`src/rtl/rcoct_pkg.sv`:
```
package rcoct_pkg;

  localparam int unsigned TableEntriesDef = 16;

  typedef enum logic [1:0] {
    CMD_INC   = 2'd0,
    CMD_SET   = 2'd1,
    CMD_QUERY = 2'd2,
    CMD_FLUSH = 2'd3
  } cmd_e;

  typedef enum logic [1:0] {
    KIND_ACK   = 2'd0,
    KIND_QUERY = 2'd1,
    KIND_FLUSH = 2'd2
  } kind_e;

  typedef enum logic [1:0] {
    STATUS_OK    = 2'd0,
    STATUS_FULL  = 2'd1,
    STATUS_EMPTY = 2'd2
  } status_e;

  typedef struct packed {
    cmd_e               cmd;
    logic [31:0]        block;
    logic signed [31:0] amount;
    logic [31:0]        base_count;
  } req_t;

  typedef struct packed {
    kind_e              kind;
    status_e            status;
    logic [31:0]        out_block;
    logic               is_set;
    logic signed [31:0] out_amount;
    logic [31:0]        adjusted_count;
    logic               above_one;
    logic               reserved;
    logic               last;
  } rsp_t;

  typedef struct packed {
    logic               valid;
    logic [31:0]        block;
    logic               is_set;
    logic signed [31:0] amount;
    logic               reserved;
  } entry_t;

  typedef struct packed {
    logic               cmp;
    logic               upd;
    logic               shift;
    logic               hit;
    logic [31:0]        block;
    logic signed [31:0] amount;
    logic               is_set;
    logic               positive;
  } cell_ctl_t;

endpackage

```
`src/rtl/rcoct_cell.sv`:
```
module rcoct_cell
  import rcoct_pkg::*;
(
  input  logic      clk_i,
  input  logic      rst_ni,
  input  cell_ctl_t ctl_i,
  input  logic      prev_valid_i,
  input  entry_t    nxt_i,
  output entry_t    entry_o,
  output logic      match_o
);

  logic               valid_q, valid_d;
  logic [31:0]        block_q, block_d;
  logic               is_set_q, is_set_d;
  logic signed [31:0] amount_q, amount_d;
  logic               reserved_q, reserved_d;
  logic               match_q, match_d;

  always_comb begin
    valid_d    = valid_q;
    block_d    = block_q;
    is_set_d   = is_set_q;
    amount_d   = amount_q;
    reserved_d = reserved_q;
    match_d    = match_q;
    if (ctl_i.cmp) begin
      match_d = valid_q && (block_q == ctl_i.block);
    end
    if (ctl_i.shift) begin
      valid_d    = nxt_i.valid;
      block_d    = nxt_i.block;
      is_set_d   = nxt_i.is_set;
      amount_d   = nxt_i.amount;
      reserved_d = nxt_i.reserved;
    end else if (ctl_i.upd) begin
      if (match_q) begin
        if (ctl_i.is_set) begin
          is_set_d = 1'b1;
          amount_d = ctl_i.amount;
        end else begin
          amount_d = amount_q + ctl_i.amount;
        end
        reserved_d = reserved_q | ctl_i.positive;
      end else if (!ctl_i.hit && !valid_q && prev_valid_i) begin
        valid_d    = 1'b1;
        block_d    = ctl_i.block;
        is_set_d   = ctl_i.is_set;
        amount_d   = ctl_i.amount;
        reserved_d = ctl_i.positive;
      end
    end
  end

  always_ff @(posedge clk_i or negedge rst_ni) begin
    if (!rst_ni) begin
      valid_q <= 1'b0;
    end else begin
      valid_q <= valid_d;
    end
  end

  always_ff @(posedge clk_i) begin
    block_q    <= block_d;
    is_set_q   <= is_set_d;
    amount_q   <= amount_d;
    reserved_q <= reserved_d;
    match_q    <= match_d;
  end

  assign entry_o = '{valid: valid_q, block: block_q, is_set: is_set_q,
                     amount: amount_q, reserved: reserved_q};
  assign match_o = match_q;

endmodule

```
`src/rtl/refcount_op_coalescing_table.sv`:
```
// Deferred reference-count update table built as a row of TableEntries cells, one entry each.
// An item is taken when start_i is high and busy_o is low. Increment, set and query pass
// through a compare state, where every cell compares its block, then an execute state, where
// the matching cell merges or answers (on an update miss the first free cell takes it). A flush
// emits one result per stored entry (a single result when the table is empty): the row shifts
// toward cell 0 and cell 0 is emitted in each cycle. Each result appears on rsp_o for exactly
// one cycle with rsp_valid_o high; the receiver cannot stall, so it must take every result in
// that cycle. The next item may start in the cycle its predecessor's final result is shown.
module refcount_op_coalescing_table
  import rcoct_pkg::*;
#(
  parameter int unsigned TableEntries = TableEntriesDef
) (
  input  logic clk_i,
  input  logic rst_ni,
  input  logic start_i,
  input  req_t req_i,
  output logic busy_o,
  output logic rsp_valid_o,
  output rsp_t rsp_o
);

  localparam logic [1:0] ST_IDLE  = 2'd0;
  localparam logic [1:0] ST_CMP   = 2'd1;
  localparam logic [1:0] ST_EXEC  = 2'd2;
  localparam logic [1:0] ST_FLUSH = 2'd3;

  logic [1:0] state_q, state_d;
  req_t       req_q;
  rsp_t       rsp_q, rsp_d;
  logic       rsp_valid_q, rsp_valid_d;
  logic       accept;

  cell_ctl_t              ctl;
  entry_t                 ent [TableEntries];
  logic [TableEntries-1:0] match;
  logic [TableEntries-1:0] vld;
  logic                   hit;
  entry_t                 sel;
  logic                   nxt_valid0;
  logic [31:0]            one_plus;

  assign accept = start_i && !busy_o;

  for (genvar i = 0; i < TableEntries; i++) begin : g_cell
    entry_t nxt;
    logic   prev_valid;
    if (i == TableEntries - 1) begin : g_end
      assign nxt = '0;
    end else begin : g_mid
      assign nxt = ent[i+1];
    end
    if (i == 0) begin : g_first
      assign prev_valid = 1'b1;
    end else begin : g_rest
      assign prev_valid = ent[i-1].valid;
    end
    rcoct_cell u_cell (
      .clk_i       (clk_i),
      .rst_ni      (rst_ni),
      .ctl_i       (ctl),
      .prev_valid_i(prev_valid),
      .nxt_i       (nxt),
      .entry_o     (ent[i]),
      .match_o     (match[i])
    );
    assign vld[i] = ent[i].valid;
  end

  if (TableEntries > 1) begin : g_nxt
    assign nxt_valid0 = ent[1].valid;
  end else begin : g_single
    assign nxt_valid0 = 1'b0;
  end

  assign hit = |match;

  always_comb begin
    sel = '0;
    for (int i = 0; i < TableEntries; i++) begin
      if (match[i]) begin
        sel = sel | ent[i];
      end
    end
  end

  assign one_plus = 32'd1 + 32'(sel.amount);

  always_comb begin
    ctl          = '0;
    ctl.block    = req_q.block;
    ctl.amount   = req_q.amount;
    ctl.is_set   = (req_q.cmd == CMD_SET);
    ctl.positive = !req_q.amount[31] && (req_q.amount != '0);
    ctl.hit      = hit;
    state_d      = state_q;
    rsp_d        = '0;
    rsp_valid_d  = 1'b0;
    unique case (state_q)
      ST_IDLE: begin
        if (accept) begin
          state_d = (req_i.cmd == CMD_FLUSH) ? ST_FLUSH : ST_CMP;
        end
      end
      ST_CMP: begin
        ctl.cmp = 1'b1;
        state_d = ST_EXEC;
      end
      ST_EXEC: begin
        rsp_valid_d = 1'b1;
        rsp_d.last  = 1'b1;
        state_d     = ST_IDLE;
        if (req_q.cmd == CMD_QUERY) begin
          rsp_d.kind = KIND_QUERY;
          if (!hit) begin
            rsp_d.adjusted_count = req_q.base_count;
          end else if (sel.is_set) begin
            rsp_d.adjusted_count = 32'(sel.amount);
            rsp_d.above_one      = 32'(sel.amount) > 32'd1;
            rsp_d.reserved       = sel.reserved;
          end else begin
            rsp_d.adjusted_count = req_q.base_count + 32'(sel.amount);
            rsp_d.above_one      = one_plus > 32'd1;
            rsp_d.reserved       = sel.reserved;
          end
        end else begin
          ctl.upd    = 1'b1;
          rsp_d.kind = KIND_ACK;
          if (!hit && vld[TableEntries-1]) begin
            rsp_d.status = STATUS_FULL;
          end
        end
      end
      ST_FLUSH: begin
        rsp_valid_d = 1'b1;
        rsp_d.kind  = KIND_FLUSH;
        if (ent[0].valid) begin
          ctl.shift        = 1'b1;
          rsp_d.out_block  = ent[0].block;
          rsp_d.is_set     = ent[0].is_set;
          rsp_d.out_amount = ent[0].amount;
          rsp_d.last       = !nxt_valid0;
          if (!nxt_valid0) begin
            state_d = ST_IDLE;
          end
        end else begin
          rsp_d.status = STATUS_EMPTY;
          rsp_d.last   = 1'b1;
          state_d      = ST_IDLE;
        end
      end
      default: state_d = ST_IDLE;
    endcase
  end

  always_ff @(posedge clk_i or negedge rst_ni) begin
    if (!rst_ni) begin
      state_q     <= ST_IDLE;
      rsp_valid_q <= 1'b0;
    end else begin
      state_q     <= state_d;
      rsp_valid_q <= rsp_valid_d;
    end
  end

  always_ff @(posedge clk_i) begin
    rsp_q <= rsp_d;
    if (accept) begin
      req_q <= req_i;
    end
  end

  assign busy_o      = (state_q != ST_IDLE);
  assign rsp_valid_o = rsp_valid_q;
  assign rsp_o       = rsp_q;

  // occupied cells always form a prefix of the row
  assert property (@(posedge clk_i) disable iff (!rst_ni)
    ((vld >> 1) & ~vld) == '0)
    else $error("gap in occupied cells");

  assert property (@(posedge clk_i) disable iff (!rst_ni)
    (state_q == ST_EXEC) |-> $onehot0(match))
    else $error("block held by more than one cell");

  assert property (@(posedge clk_i) disable iff (!rst_ni)
    (accept && req_i.cmd != CMD_FLUSH) |=> ##2 (rsp_valid_o && rsp_o.last))
    else $error("update or query result missing");

  assert property (@(posedge clk_i) disable iff (!rst_ni)
    (rsp_valid_o && !rsp_o.last) |-> (rsp_o.kind == KIND_FLUSH))
    else $error("multiple results outside a flush");

  assert property (@(posedge clk_i) disable iff (!rst_ni)
    (rsp_valid_o && rsp_o.status == STATUS_FULL) |-> $past(vld[TableEntries-1]))
    else $error("drop reported with free cell");

endmodule
```
`config.mk`:
```
export PLATFORM = sky130hd
export DESIGN_NAME = refcount_op_coalescing_table
export DESIGN_NICKNAME = d
export VERILOG_FILES = /design/src/rtl/rcoct_pkg.sv /design/src/rtl/rcoct_cell.sv /design/src/rtl/refcount_op_coalescing_table.sv
export SDC_FILE = /design/constraint.sdc
export NUM_CORES = 2
export LEC_CHECK = 0
export BUFFER_PORTS_ARGS = -buffer_cell sky130_fd_sc_hd__buf_2
export CAP_MARGIN = 5
export CORE_ASPECT_RATIO = 0.9
export CORE_MARGIN = 1.5
export CORE_UTILIZATION = 34
export CTS_BUF_LIST = sky130_fd_sc_hd__clkbuf_4 sky130_fd_sc_hd__clkbuf_8
export CTS_CLUSTER_SIZE = 20
export DETAILED_ROUTE_END_ITERATION = 8
export SYNTH_ARGS = -nofsm -noshare
export SYNTH_HDL_FRONTEND = slang
export SYNTH_HIERARCHICAL = 1
export SYNTH_SLANG_ARGS = --single-unit
```
`constraint.sdc`:
```
create_clock -name clk_i -period 8.5 [get_ports clk_i]
set_clock_uncertainty 0.1 [all_clocks]
set_input_delay 0.425 -clock clk_i [delete_from_list [all_inputs] [get_ports clk_i]]
set_output_delay 0.425 -clock clk_i [all_outputs]
set_load 0.03 [all_outputs]
```
==> flow_summary.yaml <==
status:
  status: "finished, final reports clean"
die:
  io_pins: 207
  start_util: 0.342
  die_h_um: 503
  design.die.area_um2: 281000
  die_x_um: 559
  rows: 183
  coreArea_um2: 277000
timing:
  setup_viol: 0
  slew_viol_final: 0
  slew_headroom: 0.152
  finalCritPeriodShare: 0.683
  rsz0062_at_grt: "no"
  worst_slew_pin_slew_ps: 1270
  whs_ps: 66.9
  fmax_mhz: 172
  min_period_ps: 5800
  setup_tns_ps: 0
  hold_viol: 0
worst_hold_path:
  holdCritStartpoint: "req_i[8]"
  hp-class: "input port to register"
global_route:
  grtUsageMet2: 0.445
  grt_pass1_vias: 79200
  antenna_found_initial: 35
  grt_max_degree: 209
  met3_usage: 0.0531
  grt.busiest_layer: "met2"
  overflow: 0
  met1_usage: 0.371
  grt_first_pass_wirelength_um: 576000
  grtUsageTotal: 0.281
drt:
  antenna_left: 0
  drc: 0
  finalWirelength_um: 411000
  drt_pre_antenna_iters: 6
  via_per_inst: 5.95
  vias: 81900
  routedWlPerCell_um: 29.9
  drt_iter0_markers: 9806
clocking:
  clockBufferDepth: 4
  cts_buffers: 240
  cts_tree: "yes"
  clock-sinks: 1293
  postCtsSetupBuffers: 0
  insertion_delay_ps: 1080
  clk_pin_slew_ps: 60
  root_buffer: "clkbuf_8"
  htreeDepth: 4
  cts_resized: 0
finish:
  syn2layout_area_growth_pct: 12.7
  final_common_cell: "edfxtp_1"
  nets: 10500
  final_cell_mix: "edfxtp_1 (1,170), nand2_1 (887), a21oi_1 (730)"
  drive_gt1_frac: 0.169
yosys:
  ys_ff_latch: 1293
  synthesis.area_um2: 94600
  yosysWarnings: 6
  synth_edf_count: 1170
  yosysTopAreaCell: "edfxtp_1"
  netlist_top_cells_area: "edfxtp_1 (37%), ha_1 (7.0%), mux2_2 (6.8%)"
  yosys.area.top_type_share: 0.371
  syn-instance-count: 9456
  synth.distinct_cells: 95
  avgSynthCellArea_um2: 10.0
  synth_seq_area_share: 0.398
  synthArstFlopShare: 0.0147
  ys.flop_type: "edfxtp_1"
place:
  port_buffers: 206
  place_congestion: 1.01
  hpwl_um: 312000
power:
  ir_drop_mv: 0.172
  p_leak_nw: 38.9
  powerDensity_nw_per_um2: 186
critical_path:
  setup.worst_path.start: "g_cell[14].u_cell/match_o$_DFFE_PP_"
  r2r_slack_ps: 2700
  cp.required_ps: 9350
  endpoint: "rsp_o[34]$_SDFF_PN0_"
  r2r-end: "rsp_o[34]$_SDFF_PN0_"
  critPathArrivalTime_ps: 6650
  reg2reg_from: "g_cell[14].u_cell/match_o$_DFFE_PP_"
  crit_path_max_fanout: 14
  critPathLaunchType: "register"
  reg2reg_depth: 16
  criticalPathCategory: "register to register"
  cp-end-kind: "register"
run:
  cap_violations: 0
[worst max-delay path, stage by stage, from the launching register on]
cell,delay [ps]
edfxtp_1,800
buf_4,400
a22o_1,230
a221oi_1,360
nand3_1,120
nor2_1,470
inv_1,180
ha_1,390
and3_1,220
nand3_1,160
o311ai_1,660
a311oi_1,320
o2111ai_1,300
a21oi_1,160
or4_1,480
and3_1,180
a21oi_1,180
[layout make-up]
type / count / area, um^2
diodes: 8 / 20.0
clock buffers: 337 / 4140
clock inverters: 105 / 821
fillers: 27400 / 170000
inverters: 241 / 905
multi-input cells: 7493 / 53900
flip-flops and latches: 1293 / 37700
well taps: 3700 / 4630
repair buffers: 592 / 4560
[cell usage after synthesis, types with 33 or more instances]
library cell     n
o21ai_0        699
a221oi_1        97
a22oi_1         86
inv_1          241
nor3b_1         95
and3_1          99
buf_4           82
nor2b_1         62
a21o_1         227
buf_2           61
nor3_1         105
a211oi_1        89
dfxtp_1        104
o211ai_1        50
mux2_2         575
nand2_1        887
xnor2_1        483
a31o_2          37
a31oi_1         75
o21bai_1        38
nand4_1        147
nand3_1        137
o221ai_1        59
a21oi_1        730
a22o_1          97
o31ai_1         33
mux2i_1        136
ha_1           527
nor4_1         107
nor2_1         523
o21ai_1         62
clkbuf_1       262
and4_1          33
xor2_1         447
buf_1           54
o21a_1          34
nand2b_1        55
and2_1         112
edfxtp_1      1170
[what timing repair did]
item | 4_1_cts | 5_1_grt
endpoints found under the setup margin | 0 | 0
endpoints found under the hold margin | 122 | 0
hold buffers | 182 | 0
[registers in the layout, indices dropped and copies added, names as in the netlist]
signal / count
rsp_valid_o: 1
g_cell.u_cell/valid_q: 16
g_cell.u_cell/amount_q: 512
ctl: 64
g_cell.u_cell/match_o: 16
g_cell.u_cell/reserved_q: 16
g_cell.u_cell/block_q: 512
g_cell.u_cell/is_set_q: 16
rsp_o: 104
req_q: 34
state_q: 2
[cell families (layout without fill, tap and decap cells)]
| logic type | after synthesis | after routing | synth area share |
|---|---|---|---|
| buffers and inverters | 736 | 1275 | 0.0365 |
| and+or+nand+nor | 2537 | 2537 | 0.135 |
| xor gates and xnor gates | 930 | 930 | 0.0861 |
| AOI/OAI and AO/OA | 2703 | 2703 | 0.188 |
| other | 2 | 76 | 0.0000794 |
| adders and majority gates | 544 | 544 | 0.0733 |
| muxes | 711 | 711 | 0.0828 |
| DFF | 1293 | 1293 | 0.398 |
[per-stage QoR]
step / util / total power, W / setup slack, ps / cell area (um^2) / std cells
floorplan: - / 0.0114 / 2890 / 94900 / 9522
global placement: 0.361 / 0.0132 / 2950 / 99800 / 13100
detailed placement: 0.361 / 0.0132 / 2860 / 99800 / 13100
CTS: 0.385 / 0.0198 / 2880 / 107000 / 13800
global route: 0.386 / 0.0206 / 2580 / 107000 / 13800
finish: 0.386 / 0.0199 / 2700 / 107000 / 13800
[report_power, final]
part | total (W) | switching, W | internal [W]
Sequential | 0.00776 | 0.000417 | 0.00734
Clock | 0.00654 | 0.00303 | 0.00350
Combinational | 0.00558 | 0.00347 | 0.00211
Total | 0.0199 | 0.00692 | 0.0130
[per-layer routing]
layer | part of all wire | wire (um)
met1 | 0.42 | 172000
met4 | 0.051 | 21000
met2 | 0.44 | 182000
met5 | 0.00032 | 131
met3 | 0.089 | 36400
[worst min-delay path by stage]
stage | to | slack, ps | cells past startpoint
CTS | ctl[10]$_DFFE_PP_ | 2 | 2
global route | req_q[3]$_DFFE_PP_ | 40 | 2
finish | req_q[8]$_DFFE_PP_ | 70 | 2
global placement | rsp_o[86]$_SDFF_PN0_ | 400 | 1
detailed placement | rsp_o[90]$_SDFF_PN0_ | 400 | 1
floorplan | g_cell[0].u_cell/valid_q$_DFFE_PN0P_ | 30 | 0
No activity file was read; power rests on OpenSTA's default activity.
